### config.mk
export PLATFORM = sky130hd
export DESIGN_NAME = wstd_ctrl
export DESIGN_NICKNAME = d
export VERILOG_FILES = /design/src/wstd_pkg.sv /design/src/wstd_ctrl.sv
export SDC_FILE = /design/constraint.sdc
export NUM_CORES = 1
export LEC_CHECK = 0
export ABC_AREA = 1
export ABC_CLOCK_PERIOD_IN_PS = 7900
export BUFFER_PORTS_ARGS = -buffer_cell sky130_fd_sc_hd__buf_4
export CAP_MARGIN = 30
export CORE_ASPECT_RATIO = 0.8
export CORE_UTILIZATION = 48
export CTS_CLUSTER_SIZE = 10
export DETAILED_ROUTE_END_ITERATION = 6
export GPL_TIMING_DRIVEN = 1
export PLACE_DENSITY = 0.72
export SLEW_MARGIN = 20
export SYNTH_ARGS = -nofsm -noshare
export SYNTH_HDL_FRONTEND = slang
export SYNTH_SLANG_ARGS = --single-unit
### constraint.sdc
create_clock -name clk_i -period 7.9 [get_ports clk_i]
set_input_delay 1.185 -clock clk_i [delete_from_list [all_inputs] [get_ports clk_i]]
set_output_delay 1.185 -clock clk_i [all_outputs]
set_load 0.01 [all_outputs]
### src/wstd_pkg.sv
// Package for the work stealing task dispatcher: sizes, status codes, payload structs.
// No dependencies.
package wstd_pkg;
  localparam int unsigned MaxWorkers    = 8;
  localparam int unsigned LocalDepth    = 128;
  localparam int unsigned OverflowDepth = 256;
  localparam int unsigned WidW  = $clog2(MaxWorkers);
  localparam int unsigned WidL  = $clog2(LocalDepth);
  localparam int unsigned WidO  = $clog2(OverflowDepth);
  localparam int unsigned TaskW = 51;

  typedef enum logic [2:0] {
    StLocalPush = 3'd0,
    StOvfPush   = 3'd1,
    StRejected  = 3'd2,
    StOwnPop    = 3'd3,
    StOvfPop    = 3'd4,
    StStolen    = 3'd5,
    StNone      = 3'd6
  } status_e;

  localparam logic OpSubmit = 1'b0;
  localparam logic OpFetch  = 1'b1;

  typedef struct packed {
    logic [15:0] task_function;
    logic [31:0] task_argument;
    logic [2:0]  stage;
  } task_t;

  typedef struct packed {
    logic        opcode;
    logic [2:0]  worker_id;
    logic [15:0] task_function;
    logic [31:0] task_argument;
    logic [2:0]  stage;
  } req_t;

  typedef struct packed {
    logic [2:0]  status;
    logic [15:0] task_function_res;
    logic [31:0] task_argument_res;
    logic [2:0]  stage_res;
    logic [8:0]  queue_depth;
  } rsp_t;

  // Memory access command from the controller.
  typedef struct packed {
    logic               we;
    logic               re;
    logic [WidW+WidL-1:0] addr;
    task_t              wdata;
  } lmem_cmd_t;

  typedef struct packed {
    logic            we;
    logic            re;
    logic [WidO-1:0] addr;
    task_t           wdata;
  } omem_cmd_t;
endpackage

### src/wstd_ctrl.sv
// Ring pointer control: decides each request, issues memory commands, forms result.
// Uses wstd_pkg; pointers live in flip-flops, task data in external RAMs.
module wstd_ctrl (
  input  logic                clk_i,
  input  logic                rst_ni,
  input  logic                req_valid_i,
  output logic                req_ready_o,
  input  wstd_pkg::req_t      req_i,
  output logic                rsp_valid_o,
  input  logic                rsp_ready_i,
  output wstd_pkg::rsp_t      rsp_o,
  input  logic                cfg_valid_i,
  output logic                cfg_ready_o,
  input  logic [3:0]          cfg_data_i,
  output wstd_pkg::lmem_cmd_t lcmd_o,
  output wstd_pkg::omem_cmd_t ocmd_o,
  input  wstd_pkg::task_t     lrdata_i,
  input  wstd_pkg::task_t     ordata_i
);
  localparam int unsigned W = wstd_pkg::WidW;
  localparam int unsigned L = wstd_pkg::WidL;
  localparam int unsigned O = wstd_pkg::WidO;

  typedef enum logic [1:0] {SIdle, SRead, SOut} state_e;
  typedef enum logic [1:0] {SrcZero, SrcLocal, SrcOvf} src_e;

  state_e         state_q, state_d;
  src_e           src_q, src_d;
  logic [3:0]     nw_q;
  logic [L-1:0]   head_q  [wstd_pkg::MaxWorkers];
  logic [L:0]     count_q [wstd_pkg::MaxWorkers];
  logic [O-1:0]   ohead_q;
  logic [O:0]     ocount_q;
  wstd_pkg::rsp_t rsp_q, rsp_d;

  logic [W:0] active;
  always_comb begin
    if (nw_q == 4'd0) active = (W+1)'(1);
    else if ({28'd0, nw_q} > wstd_pkg::MaxWorkers) active = (W+1)'(wstd_pkg::MaxWorkers);
    else active = (W+1)'(nw_q);
  end

  // Lowest-numbered active non-empty victim other than the requester.
  logic         vic_found;
  logic [W-1:0] vic;
  always_comb begin
    vic_found = 1'b0;
    vic = '0;
    for (int v = wstd_pkg::MaxWorkers - 1; v >= 0; v--) begin
      if ((W+1)'(v) < active && W'(v) != req_i.worker_id && count_q[v] != '0) begin
        vic_found = 1'b1;
        vic = W'(v);
      end
    end
  end

  logic         acc;
  logic [W-1:0] wid;
  logic         wact;
  assign acc  = req_valid_i && req_ready_o;
  assign wid  = req_i.worker_id[W-1:0];
  assign wact = {1'b0, req_i.worker_id} < 4'(active);

  assign req_ready_o = state_q == SIdle;
  assign cfg_ready_o = state_q == SIdle;
  assign rsp_valid_o = state_q == SOut;
  assign rsp_o       = rsp_q;

  wstd_pkg::task_t newt;
  assign newt = '{req_i.task_function, req_i.task_argument, req_i.stage};

  always_comb begin
    state_d = state_q;
    src_d   = src_q;
    rsp_d   = rsp_q;
    lcmd_o  = '0;
    ocmd_o  = '0;
    lcmd_o.wdata = newt;
    ocmd_o.wdata = newt;
    unique case (state_q)
      SIdle: begin
        if (acc) begin
          rsp_d = '0;
          src_d = SrcZero;
          state_d = SRead;
          if (!wact) begin
            rsp_d.status = (req_i.opcode == wstd_pkg::OpSubmit) ?
                           3'(wstd_pkg::StRejected) : 3'(wstd_pkg::StNone);
          end else if (req_i.opcode == wstd_pkg::OpSubmit) begin
            if (count_q[wid] < (L+1)'(wstd_pkg::LocalDepth)) begin
              lcmd_o.we   = 1'b1;
              lcmd_o.addr = {wid, L'(head_q[wid] + count_q[wid][L-1:0])};
              rsp_d.status = 3'(wstd_pkg::StLocalPush);
              rsp_d.queue_depth = 9'(count_q[wid]);
            end else if (ocount_q < (O+1)'(wstd_pkg::OverflowDepth)) begin
              ocmd_o.we   = 1'b1;
              ocmd_o.addr = O'(ohead_q + ocount_q[O-1:0]);
              rsp_d.status = 3'(wstd_pkg::StOvfPush);
              rsp_d.queue_depth = 9'(ocount_q);
            end else begin
              rsp_d.status = 3'(wstd_pkg::StRejected);
              rsp_d.queue_depth = 9'(ocount_q);
            end
          end else if (count_q[wid] != '0) begin
            lcmd_o.re   = 1'b1;
            lcmd_o.addr = {wid, L'(head_q[wid] + L'(count_q[wid] - 1'b1))};
            rsp_d.status = 3'(wstd_pkg::StOwnPop);
            src_d = SrcLocal;
          end else if (ocount_q != '0) begin
            ocmd_o.re   = 1'b1;
            ocmd_o.addr = ohead_q;
            rsp_d.status = 3'(wstd_pkg::StOvfPop);
            src_d = SrcOvf;
          end else if (vic_found) begin
            lcmd_o.re   = 1'b1;
            lcmd_o.addr = {vic, head_q[vic]};
            rsp_d.status = 3'(wstd_pkg::StStolen);
            src_d = SrcLocal;
          end else begin
            rsp_d.status = 3'(wstd_pkg::StNone);
          end
        end
      end
      SRead: begin
        // Read data lands now; capture into the output register.
        case (src_q)
          SrcLocal: {rsp_d.task_function_res, rsp_d.task_argument_res, rsp_d.stage_res} = lrdata_i;
          SrcOvf:   {rsp_d.task_function_res, rsp_d.task_argument_res, rsp_d.stage_res} = ordata_i;
          default: ;
        endcase
        state_d = SOut;
      end
      SOut: begin
        if (rsp_ready_i) state_d = SIdle;
      end
      default: state_d = SIdle;
    endcase
  end

  always_ff @(posedge clk_i or negedge rst_ni) begin
    if (!rst_ni) begin
      state_q  <= SIdle;
      src_q    <= SrcZero;
      nw_q     <= 4'd8;
      ohead_q  <= '0;
      ocount_q <= '0;
      rsp_q    <= '0;
      for (int i = 0; i < wstd_pkg::MaxWorkers; i++) begin
        head_q[i]  <= '0;
        count_q[i] <= '0;
      end
    end else begin
      state_q <= state_d;
      src_q   <= src_d;
      rsp_q   <= rsp_d;
      if (cfg_valid_i && cfg_ready_o) nw_q <= cfg_data_i;
      if (acc) begin
        if (lcmd_o.we) count_q[wid] <= count_q[wid] + 1'b1;
        if (ocmd_o.we) ocount_q <= ocount_q + 1'b1;
        if (rsp_d.status == 3'(wstd_pkg::StOwnPop)) count_q[wid] <= count_q[wid] - 1'b1;
        if (rsp_d.status == 3'(wstd_pkg::StOvfPop)) begin
          ohead_q  <= ohead_q + 1'b1;
          ocount_q <= ocount_q - 1'b1;
        end
        if (rsp_d.status == 3'(wstd_pkg::StStolen)) begin
          head_q[vic]  <= head_q[vic] + 1'b1;
          count_q[vic] <= count_q[vic] - 1'b1;
        end
      end
    end
  end

  assert property (@(posedge clk_i) disable iff (!rst_ni)
    ocount_q <= (O+1)'(wstd_pkg::OverflowDepth))
    else $error("overflow count above depth");
  assert property (@(posedge clk_i) disable iff (!rst_ni)
    !(lcmd_o.we && ocmd_o.we))
    else $error("submit wrote both rings");
  assert property (@(posedge clk_i) disable iff (!rst_ni)
    acc |=> state_q == SRead)
    else $error("accepted request skipped read cycle");
  assert property (@(posedge clk_i) disable iff (!rst_ni)
    (rsp_valid_o && !rsp_ready_i) |=> $stable(rsp_q))
    else $error("stalled result changed");
endmodule

== Word-level counts from Yosys, hierarchy flattened ==
Cells that the tools add are included.
Operators by class
  add/subtract/negate cells: 10
  order comparisons: 16
  eq/ne operators: 17
  muxes and demuxes: 93
  bitwise logic cells: 2
  reduce and logical (&&, ||, !) cells: 41
Operator list (count)
  $mux 64: 5
  $pmux 51 s2: 2
  $bwmux 64: 3
  $mux 8: 9
  $reduce_bool 8->1: 9
  $mux 63: 1
  $mux 9: 7
  $bwmux 56: 1
  $mux 10: 5
  $bmux 8 s3: 2
  $demux 8 s3: 2
  $bmux 7 s3: 2
  $mux 3: 14
  $mux 12: 3
  $mux 7: 5
  $mux 11: 3
  $demux 7 s3: 1
  $logic_and 1x1->1: 20
  $mux 2: 9
  $add 8x1->8 const B: 2
  $lt 3x4->1 const A: 4
  $mux 1: 16
  $sub 8x1->8 const B: 2
  $add 7x7->7: 2
  31 further kinds: 50
Storage, ports and cells
  register bits after elaboration: 208
  input port bits: 166
  output and inout bits: 190
  word-level logic and storage cells: 205

== Longest topological paths before layout ==
Gate-level depths: netlist (run 1).
  depth in word-level cells: 32
  depth in mapped cells: 36
  depth with buffers taken out: 33

== Least setup slack after synthesis (run 1) ==
Ideal clock, no wire load.
  kind: input -> output
  from: input req_i[51] in the netlist's numbering
  to: output lcmd_o[57] in the netlist's numbering
  data arrival time: 4505 ps
  data required time: 6715 ps
  slack: 2210 ps
  stages: 24
  buffers on the path: 4
  path through: buf_4 > inv_2 > nor2_2 > buf_4 > buf_2 > a22oi_1 > o221ai_1 > o21ai_1 > clkbuf_1 > inv_1 > ha_1 > xor2_1 > inv_1 > ha_1 > nand2_1 > inv_1 > o21ai_0 > nand2_1 > a21o_1 > a21oi_1 > xor2_1 > a21oi_1 > o21ai_0 > o21ai_0
RTL lines
  from (decl): RTL line wstd_ctrl.sv:8  | input wstd_pkg::req_t req_i,
  to (decl): RTL line wstd_ctrl.sv:15  | output wstd_pkg::lmem_cmd_t lcmd_o,

==> impl_metrics.env, run 1 <==
export IMPL_hpwl_um=52900
export IMPL_num_rows=60
export IMPL_tns_ns=0
export IMPL_insertedDiodeCount=0
export IMPL_clockRootBuffer="clkbuf_16"
export IMPL_rsz0062_at_grt="false"
export IMPL_crit_chain="buf_4 > nor2_4 > a22oi_1 > nand2_1 > inv_1 > o21a_1 > ha_1 > inv_1 > fa_1 > nand2_1 > inv_1 > o21ai_0 > nand2_1 > a21o_1 > a21oi_1 > xor2_1 > a21oi_1 > o21ai_0 > o21ai_0 > buf_4"
export IMPL_die_y_um=168
export IMPL_globalRouteMet3Util=0.135
export IMPL_grt_use_met2=0.544
export IMPL_post_cts_resized=0
export IMPL_cp_slowest_cell="ha_1"
export IMPL_initial_core_util=0.488
export IMPL_synth_cell_types=55
export IMPL_worstSetupStartpointType="primary input"
export IMPL_cts_sinks=208
export IMPL_pre_cts_ws_ns=1.34
export IMPL_ios=356
export IMPL_multiInputGateArea_mm2=0.00911
export IMPL_core_mm2=0.0337
export IMPL_dr_total_vias=17600
export IMPL_min_period_ns=6.69
export IMPL_area_growth_pct=11.6
export IMPL_synth_seq_area_share=0.316
export IMPL_cts_tree="yes"
export IMPL_required_ns=6.71
export IMPL_drt_iter0_drc=2348
export IMPL_grt_pass1_wl_um=104000
export IMPL_powerDensity_mw_per_mm2=464
export IMPL_synth_area_per_cell_um2=6.64
export IMPL_first_global_vias=16300
export IMPL_seqCellArea_mm2=0.00521
export IMPL_ys_ff_latch=208
export IMPL_p_clk_frac=0.136
export IMPL_final_common_cell="nand2_1"
export IMPL_final_cell_mix="nand2_1, nor2_1, buf_4"
export IMPL_endpoint_kind="primary output"
export IMPL_grt_ovfl_total=0
export IMPL_gp_congestion=1.04
export IMPL_h_tree_depth=1
export IMPL_p_comb_frac=0.646
export IMPL_drv_cap=0
export IMPL_fin_crit_sh=0.847
export IMPL_drc=0
export IMPL_die_area_mm2=0.0350
export IMPL_leakagePower_uw=0.00914
export IMPL_slew_violations=0
export IMPL_antenna_found_initial=0
export IMPL_clk_pin_slew_worst_paths_ns=0.05
export IMPL_io_buffers=202
export IMPL_ant_nets=0
export IMPL_fmax_mhz=150
export IMPL_drive_above_1_share=0.161
export IMPL_p_int_uw=3610
export IMPL_drt_wl_total_um=70400
export IMPL_netlist_area_mm2=0.0165
export IMPL_final_hold_viol_count=0
export IMPL_busiest_layer="met1"
export IMPL_worst_slack_ns=1.21
export IMPL_worstSetupPathType="primary input to primary output"
export IMPL_synth_nets=2683
export IMPL_ir_drop_uv=422
export IMPL_final_core_util=0.545
export IMPL_yosys_warnings=0
export IMPL_grt_util_met1=0.589
export IMPL_placed_area_mm2=0.0175
export IMPL_routedWlPerCell_um=23.5
export IMPL_syn_inst=2479
export IMPL_cts_setup_buffers=0
export IMPL_swShare=0.576
export IMPL_cts_path_max_buffers=3
export IMPL_critPathArrivalTime_ns=5.50
export IMPL_max_stage_delay_ns=0.68
export IMPL_seq_power_share=0.218
export IMPL_numCtsBuffers=26
export IMPL_p_sw_uw=4910
export IMPL_hp_class="register to register"
export IMPL_holdWs_ns=0.483
export IMPL_final_cell_area_mm2=0.0184
export IMPL_num_fill_cells=3345
export IMPL_setup_viol=0
export IMPL_tightest_slew_ns=0.938
export IMPL_outcome="complete, no violations"
export IMPL_relSlewSlack=0.375
export IMPL_worstSkewPairLatency_ns=0.57
export IMPL_dieWidth_um=209
export IMPL_path_max_fanout=25
export IMPL_grt_max_degree=103
export IMPL_track_usage=0.398
export IMPL_cts_hold_buf=0
export IMPL_layout_nets=2753
export IMPL_first_pass_iters=6
export IMPL_finClkSkew_ns=0.0335
export IMPL_vias_per_cell=5.88
through the flow:
| step | cells | total power [uW] |
|---|---|---|
| CTS | 2995 | 8280 |
| global placement | 2949 | 7040 |
| global route | 2998 | 8940 |
| finish | 2998 | 8520 |
| floorplan | 2479 | 4990 |
| detailed placement | 2952 | 7100 |
metal layers:
| layer | vias up | wire length, um |
|---|---|---|
| li1 | 8080 | - |
| met4 | 0 | 1760 |
| met5 | - | 0 |
| met1 | 8313 | 31400 |
| met3 | 129 | 9430 |
| met2 | 1099 | 27800 |
state kept, by name, summed over array words and instances (netlist names):
register  flops
ocount_q      9
nw_q          4
rsp_o        63
state_q       2
head_q       56
ohead_q       8
src_q         2
count_q      64
power by group through the flow:
stage	logic (uW)	registers (uW)	clock network [uW]
after CTS	5280	1840	1170
after detailed placement	5250	1850	0
after global placement	5200	1850	0
after global routing	5850	1880	1210
final	5500	1860	1160
after floorplan	3240	1750	0
synth_stat cells (all sizes together):
library cell / instances / area, um^2
a22oi: 31 / 233
nand2: 652 / 2560
a32oi: 1 / 8.76
a211oi: 2 / 15.0
fa: 4 / 80.1
o211ai: 24 / 180
nand4: 43 / 282
a31oi: 3 / 18.8
o32ai: 5 / 43.8
clkbuf: 47 / 176
o21a: 2 / 15.0
nand3: 196 / 1020
inv: 246 / 928
or2: 2 / 12.5
and2: 1 / 6.26
xnor2: 8 / 70.1
nor2: 399 / 1700
a21o: 1 / 7.51
o2111ai: 3 / 26.3
ha: 34 / 425
o22ai: 15 / 93.8
dfstp: 1 / 26.3
nor4: 1 / 6.26
nor3: 16 / 118
a221oi: 1 / 8.76
xor2: 32 / 295
nand3b: 7 / 52.6
o21ai: 222 / 1130
mux2: 1 / 11.3
buf: 145 / 1070
a21oi: 121 / 613
o221ai: 3 / 26.3
clkinv: 1 / 3.75
a21boi: 1 / 7.51
a22o: 1 / 8.76
dfrtp: 207 / 5180
cell type report:
| cell class | instances | area share |
|---|---|---|
| sequential | 208 | 0.283 |
| multi-input combinational | 1832 | 0.496 |
| timing repair buffer | 234 | 0.0970 |
| inverter | 247 | 0.0507 |
| clock buffer | 39 | 0.0403 |
| clock inverter | 4 | 0.00307 |
| tap | 434 | 0.0296 |
path summary, 6_finish.rpt:
kind / depth (start not counted) / end / startpoint / slack (ns)
setup reg to reg: 18 / count_q[52]$_DFFE_PN0P_ / count_q[55]$_DFFE_PN0P_ / 2.78
hold reg to reg: 2 / src_q[1]$_DFFE_PN0P_ / src_q[1]$_DFFE_PN0P_ / 0.48
setup / recovery: 20 / lcmd_o[57] / req_i[51] / 1.21
max in group asynchronous: 2 / count_q[37]$_DFFE_PN0P_ / rst_ni / 6.07
min in group asynchronous: 1 / rsp_o[40]$_DFFE_PN0P_ / rst_ni / 0.62
hold / removal: 2 / src_q[1]$_DFFE_PN0P_ / src_q[1]$_DFFE_PN0P_ / 0.48
critical path, delay by kind of cell:
kind | cells | cell delay [ns]
buffers and inverters | 5 | 0.84
AO/OA/AOI/OAI | 8 | 1.22
adder cells (fa/ha/maj) | 2 | 1.19
XOR/XNOR | 1 | 0.16
AND/OR/NAND/NOR | 4 | 0.89
kinds of logic after synthesis:
| group | synth area share |
|---|---|
| buffers and inverters | 0.132 |
| and+or+nand+nor | 0.350 |
| xor gates and xnor gates | 0.0222 |
| adders and majority gates | 0.0307 |
| muxes | 0.000684 |
| AOI/OAI and AO/OA | 0.148 |
| DFF | 0.316 |
Power figures use the tool's default switching activity.
==> run 2, diff against run 1 <==
--- a/config.mk
+++ b/config.mk
@@ -6,7 +6,7 @@
 export NUM_CORES = 1
 export LEC_CHECK = 0
 export ABC_AREA = 1
-export ABC_CLOCK_PERIOD_IN_PS = 7900
+export ABC_CLOCK_PERIOD_IN_PS = 5650
 export BUFFER_PORTS_ARGS = -buffer_cell sky130_fd_sc_hd__buf_4
 export CAP_MARGIN = 30
 export CORE_ASPECT_RATIO = 0.8
@@ -14,7 +14,7 @@
 export CTS_CLUSTER_SIZE = 10
 export DETAILED_ROUTE_END_ITERATION = 6
 export GPL_TIMING_DRIVEN = 1
-export PLACE_DENSITY = 0.72
+export PLACE_DENSITY = 0.75
 export SLEW_MARGIN = 20
 export SYNTH_ARGS = -nofsm -noshare
 export SYNTH_HDL_FRONTEND = slang
==> constraint.sdc (replaced) <==
create_clock -name clk_i -period 5.65 [get_ports clk_i]
set_input_delay 0.8475 -clock clk_i [delete_from_list [all_inputs] [get_ports clk_i]]
set_output_delay 0.8475 -clock clk_i [all_outputs]
set_load 0.01 [all_outputs]
==> impl_metrics.env, run 2 (synthesis results as in run 1) <==
export IMPL_outcome="complete, no violations"
export IMPL_crit_cells=22
export IMPL_ant_nets=0
export IMPL_drt_iter0_drc=2349
export IMPL_ios=356
export IMPL_ff2ff_setup_slack_ns=0.91
export IMPL_crit_path_frequent_cell="nand2_1"
export IMPL_cp_slowest_cell="o21ai_0"
export IMPL_num_fill_cells=3321
export IMPL_routedWlPerCell_um=23.0
export IMPL_final_cell_mix="nand2_1, nor2_1, buf_4"
export IMPL_r2r_end="ocount_q[8]$_DFFE_PN0P_"
export IMPL_dr_total_vias=18000
export IMPL_drive_above_1_share=0.168
export IMPL_critPathArrivalTime_ns=4.65
export IMPL_grt_pass1_wl_um=105000
export IMPL_top_layer="met4"
export IMPL_cts_sinks=208
export IMPL_wl_met1_um=29900
export IMPL_core_mm2=0.0337
export IMPL_path_max_fanout=24
export IMPL_first_pass_iters=7
export IMPL_drv_cap=0
export IMPL_hpwl_um=52500
export IMPL_clk_pin_slew_worst_paths_ns=0.05
export IMPL_setup_worst_path_start="req_i[51]"
export IMPL_clockRootBuffer="clkbuf_16"
export IMPL_max_stage_delay_ns=0.53
export IMPL_min_period_ns=5.50
export IMPL_rr_startpoint="nw_q[3]$_DFFE_PN1P_"
export IMPL_die_y_um=168
export IMPL_crit_family="simple AND/OR/NAND/NOR gates"
export IMPL_track_usage=0.394
export IMPL_numCtsBuffers=26
export IMPL_dr_wl_met2_um=27500
export IMPL_final_common_cell="nand2_1"
export IMPL_relSlewSlack=0.351
export IMPL_crit_path_end="lcmd_o[55]"
export IMPL_slew_violations=0
export IMPL_worst_path_buf_inv=4
export IMPL_powerDensity_mw_per_mm2=650
export IMPL_first_global_vias=16700
export IMPL_placed_area_mm2=0.0177
export IMPL_grt_max_degree=121
export IMPL_fmax_mhz=182
export IMPL_gp_congestion=1.07
export IMPL_required_ns=4.80
export IMPL_crit_chain="buf_4 > nand2_2 > inv_2 > nand2_2 > nand2_1 > nor2_1 > nand2_1 > nand2_1 > nand2_1 > nand2_1 > nand2_1 > nand2_4 > nand2_4 > buf_4 > nand2_1 > o21ai_0 > nor2_1 > nand2_1 > nand2_1 > nand4_1 > o21ai_0 > buf_4"
export IMPL_final_core_util=0.549
export IMPL_setup_viol=0
export IMPL_grt_ovfl_total=0
export IMPL_top_register="count_q"
export IMPL_pre_cts_ws_ns=0.345
export IMPL_tightest_slew_ns=0.974
export IMPL_initial_core_util=0.488
export IMPL_rr_worst_depth=28
export IMPL_tns_ns=0
export IMPL_hp_class="primary input to asynchronous set/reset pin"
export IMPL_vias_per_cell=5.96
export IMPL_area_growth_pct=12.5
export IMPL_rsz0062_at_grt="false"
export IMPL_power_uw=12000
export IMPL_io_buffers=202
export IMPL_leakagePower_uw=0.00923
export IMPL_antenna_found_initial=1
export IMPL_num_rows=60
export IMPL_drt_wl_total_um=69400
export IMPL_met3_length_um=10300
export IMPL_largest_reg_flops=64
export IMPL_layout_nets=2776
export IMPL_cts_path_max_buffers=3
export IMPL_worstSkewPairLatency_ns=0.55
export IMPL_endpoint_kind="primary output"
export IMPL_worstSetupPathType="primary input to primary output"
export IMPL_worstSetupStartpointType="primary input"
export IMPL_finClkSkew_ns=0.00963
export IMPL_dieWidth_um=209
export IMPL_worst_slack_ns=0.153
export IMPL_cts_tree="yes"
export IMPL_fin_crit_sh=0.973
export IMPL_h_tree_depth=1
export IMPL_final_hold_viol_count=0
export IMPL_drc=0
export IMPL_die_area_mm2=0.0350
export IMPL_final_cell_area_mm2=0.0185
export IMPL_ir_drop_uv=602
[run 2: cell types whose count changed in the layout (fill, tap and decap cells not counted)]
cell	previous run	this run
diode_2	0	2
xor2_1	29	30
xor2_2	3	2
buf_12	0	1
clkinvlp_4	0	1
clkinv_2	2	1
buf_16	1	0
clkbuf_8	4	2
buf_4	231	255
buf_2	1	0
clkbuf_1	9	11
[run 2: what timing repair did]
| action | 4_1_cts | 5_1_grt |
|---|---|---|
| endpoints found under the hold margin | 0 | 0 |
| buffers inserted | 0 | 0 |
| setup endpoints to repair | 0 | 7 |
| gates resized for setup | 0 | 1 |
| hold buffers | 0 | 0 |
[run 2: area by class of cell]
cell class / instances / area (um^2) / share of cell area
Antenna cell: 2 / 5.00 / 0.000270
Clock buffer: 39 / 719 / 0.0389
Clock inverter: 4 / 58.8 / 0.00318
Inverter: 247 / 932 / 0.0503
Multi-Input combinational cell: 1832 / 9100 / 0.492
Sequential cell: 208 / 5210 / 0.281
Tap cell: 434 / 543 / 0.0293
Timing Repair Buffer: 257 / 1950 / 0.105
[run 2: worst min path at each step]
stage                      startpoint                     end  slack (ns)  cells past startpoint
3_3_place_gp   head_q[27]$_DFFE_PN0P_  head_q[27]$_DFFE_PN0P_        0.47                      2
4_1_cts                        rst_ni   rsp_o[31]$_DFFE_PN0P_        0.44                      1
3_5_place_dp     rsp_o[5]$_DFFE_PN0P_    rsp_o[5]$_DFFE_PN0P_        0.48                      2
6_report                       rst_ni   rsp_o[31]$_DFFE_PN0P_        0.38                      1
5_1_grt                        rst_ni   rsp_o[31]$_DFFE_PN0P_        0.48                      1
2_1_floorplan  head_q[27]$_DFFE_PN0P_  head_q[27]$_DFFE_PN0P_        0.45                      2
[run 2: per-stage QoR]
stage          instances  hold slack (ns)
6_report            3023            0.383
2_1_floorplan       2479            0.449
4_1_cts             3021            0.443
3_5_place_dp        2978            0.479
3_3_place_gp        2978            0.466
5_1_grt             3021            0.478
[run 2: worst reg2reg max path, delay by kind of cell (launching register included)]
kind	cells	cell delay (ns)
adder cells (fa/ha/maj)	2	0.64
flip-flops	1	0.62
AO/OA/AOI/OAI	6	0.83
buffers and inverters	6	0.66
XOR/XNOR	1	0.17
AND/OR/NAND/NOR	13	1.69
[run 2: report_power, final]
group | total (uW) | leakage, uW | switching, uW | internal, uW
logic | 7870 | 0.00620 | 5650 | 2220
registers | 2590 | 0.00265 | 590 | 2000
clock network | 1580 | 0.000373 | 665 | 917
[run 2: layer usage]
| layer | track usage | vias to the layer above |
|---|---|---|
| met5 | 0 | - |
| met4 | 0.0937 | 0 |
| met3 | 0.135 | 149 |
| met2 | 0.545 | 1278 |
| met1 | 0.583 | 8458 |
| li1 | - | 8132 |
==> run 3, diff against run 2 <==
--- a/config.mk
+++ b/config.mk
@@ -5,7 +5,6 @@
 export SDC_FILE = /design/constraint.sdc
 export NUM_CORES = 1
 export LEC_CHECK = 0
-export ABC_AREA = 1
 export ABC_CLOCK_PERIOD_IN_PS = 5650
 export BUFFER_PORTS_ARGS = -buffer_cell sky130_fd_sc_hd__buf_4
 export CAP_MARGIN = 30
==> impl_metrics.env, run 3 <==
export IMPL_outcome="complete, no violations"
export IMPL_yosys_warnings=0
export IMPL_synth_area_top_cells="dfrtp_1, nand2_1, buf_4, mux2i_1, o31ai_1"
export IMPL_relSlewSlack=0.343
export IMPL_cts_setup_buffers=0
export IMPL_grt_max_degree=118
export IMPL_grt_ovfl_total=0
export IMPL_grt_pass1_wl_um=91100
export IMPL_synth_edf_count=0
export IMPL_synth_nets=1868
export IMPL_layout_nets=1986
export IMPL_final_hold_viol_count=0
export IMPL_drc=0
export IMPL_h_tree_depth=1
export IMPL_yosysTopAreaCell="dfrtp_1"
export IMPL_final_core_util=0.567
export IMPL_rsz0062_at_grt="false"
export IMPL_drt_iter0_drc=1991
export IMPL_leakagePower_uw=0.00758
export IMPL_vias_per_cell=6.59
export IMPL_cp_slowest_cell="buf_4"
export IMPL_p_comb_frac=0.501
export IMPL_cts_hold_buf=0
export IMPL_num_fill_cells=2720
export IMPL_initial_core_util=0.494
export IMPL_synth_top_area_share=0.341
export IMPL_first_pass_iters=7
export IMPL_dr_wl_met2_um=25200
export IMPL_p_sw_uw=3750
export IMPL_ir_drop_uv=245
export IMPL_required_ns=4.80
export IMPL_cts_tree="yes"
export IMPL_final_common_cell="buf_4"
export IMPL_critPathArrivalTime_ns=4.40
export IMPL_top_register="count_q"
export IMPL_max_stage_delay_ns=0.43
export IMPL_crit_chain="buf_4 > mux4_2 > nand2_1 > nand2_1 > inv_1 > ha_1 > inv_1 > xnor2_1 > ha_1 > a21o_1 > a21o_1 > a21o_1 > a21oi_1 > xor2_1 > mux2i_1 > mux2i_1 > o22ai_1 > buf_4"
export IMPL_cts_path_max_buffers=3
export IMPL_rr_startpoint="count_q[33]$_DFFE_PN0P_"
export IMPL_syn_inst=1664
export IMPL_p_clk_frac=0.189
export IMPL_tns_ns=0
export IMPL_clockRootBuffer="clkbuf_16"
export IMPL_dieWidth_um=201
export IMPL_tightest_slew_ns=0.985
export IMPL_swShare=0.474
export IMPL_io_buffers=202
export IMPL_slew_violations=0
export IMPL_wl_met1_um=24600
export IMPL_track_usage=0.377
export IMPL_antenna_found_initial=1
export IMPL_async_flop_share=1.00
export IMPL_ff2ff_setup_slack_ns=0.66
export IMPL_gp_congestion=1.09
export IMPL_numCtsBuffers=25
export IMPL_synth_area_per_cell_um2=9.12
export IMPL_met3_length_um=8250
export IMPL_hpwl_um=46700
export IMPL_drv_cap=0
export IMPL_netlist_area_mm2=0.0152
export IMPL_clk_pin_slew_worst_paths_ns=0.06
export IMPL_synthTopCellsByCount="nand2_1, dfrtp_1, buf_4, nor2_1, o21ai_0"
export IMPL_fmax_mhz=190
export IMPL_worst_path_buf_inv=4
export IMPL_worstSetupStartpointType="primary input"
export IMPL_cts_sinks=208
export IMPL_first_global_vias=14100
export IMPL_endpoint_kind="primary output"
export IMPL_fin_crit_sh=0.929
export IMPL_powerDensity_mw_per_mm2=454
export IMPL_worstSetupPathType="primary input to primary output"
export IMPL_drive_above_1_share=0.244
export IMPL_worstSkewPairLatency_ns=0.56
export IMPL_synth_ff_type="dfrtp_1"
export IMPL_die_area_mm2=0.0323
export IMPL_hp_class="primary input to asynchronous set/reset pin"
export IMPL_ys_ff_latch=208
export IMPL_area_growth_pct=14.9
export IMPL_synth_most_common_cell="nand2_1"
export IMPL_ant_nets=0
export IMPL_largest_reg_flops=64
export IMPL_crit_path_frequent_cell="a21o_1"
export IMPL_dr_total_vias=14500
export IMPL_drt_wl_total_um=61200
export IMPL_num_rows=57
export IMPL_seq_power_share=0.310
export IMPL_ios=356
export IMPL_core_mm2=0.0307
export IMPL_p_int_uw=4160
export IMPL_crit_family="buffers and inverters"
export IMPL_die_y_um=161
export IMPL_synth_cell_types=110
export IMPL_setup_worst_path_start="req_i[53]"
export IMPL_post_cts_resized=0
export IMPL_top_layer="met4"
export IMPL_min_period_ns=5.25
export IMPL_synth_seq_area_share=0.343
export IMPL_path_max_fanout=37
export IMPL_setup_viol=0
export IMPL_finClkSkew_ns=0.0165
export IMPL_routedWlPerCell_um=27.8
export IMPL_final_cell_mix="buf_4, nand2_1, dfrtp_1"
-- run 3: changes by cell type after synthesis, sizes merged, moves of 70 or more --
cell,previous run,this run
nand2,652,262
nor2,399,90
inv,246,46
nand3,196,32
o21ai,222,106
o31ai,0,73
mux2i,0,70
-- run 3: per-layer routing --
metal / vias to the layer above / GRT usage
li1: 6308 / -
met1: 6960 / 0.508
met2: 1053 / 0.547
met3: 209 / 0.133
met4: 0 / 0.160
met5: - / 0
-- run 3: layout make-up --
class	count	area [um^2]	area share
repair buffers	288	2210	0.127
flip-flops and latches	208	5210	0.299
clock inverters	2	50.0	0.00287
diodes	2	5.00	0.000287
inverters	50	188	0.0108
well taps	413	517	0.0296
multi-input cells	1209	8590	0.493
clock buffers	32	662	0.0380
-- run 3: final timing paths --
path                                      endpoint  cells after the start
setup / recovery                        lcmd_o[57]                     18
setup reg to reg           ocount_q[8]$_DFFE_PN0P_                     19
min in group clk_i           rsp_o[46]$_DFFE_PN0P_                      2
hold reg to reg              rsp_o[46]$_DFFE_PN0P_                      2
hold / removal             count_q[48]$_DFFE_PN0P_                      1
max in group asynchronous  count_q[56]$_DFFE_PN0P_                      2
-- run 3: kinds of logic after synthesis --
group | after synthesis | share of synthesized area
XOR/XNOR | 51 | 0.0314
flip-flops | 208 | 0.343
multiplexers | 109 | 0.0909
AO/OA/AOI/OAI | 493 | 0.246
AND/OR/NAND/NOR | 518 | 0.163
adder cells (fa/ha/maj) | 38 | 0.0333
buffers and inverters | 247 | 0.0922
-- run 3: power groups by stage --
stage	clock (uW)	combinational, uW	sequential [uW]
after floorplan	0	2280	2250
after global placement	0	3770	2430
after detailed placement	0	3810	2420
after CTS	1510	3820	2400
after global routing	1570	4160	2460
final	1500	3970	2450
-- run 3: metrics by stage --
stage	worst slack [ns]	instances	hold WS (ns)	area [um^2]	total power, uW
after global routing	0.103	2202	0.443	17400	8190
final	0.400	2204	0.366	17400	7920
after floorplan	0.172	1664	0.454	15200	4530
after detailed placement	0.401	2167	0.467	16700	6220
after CTS	0.446	2201	0.415	17400	7730
after global placement	0.456	2165	0.461	16700	6190
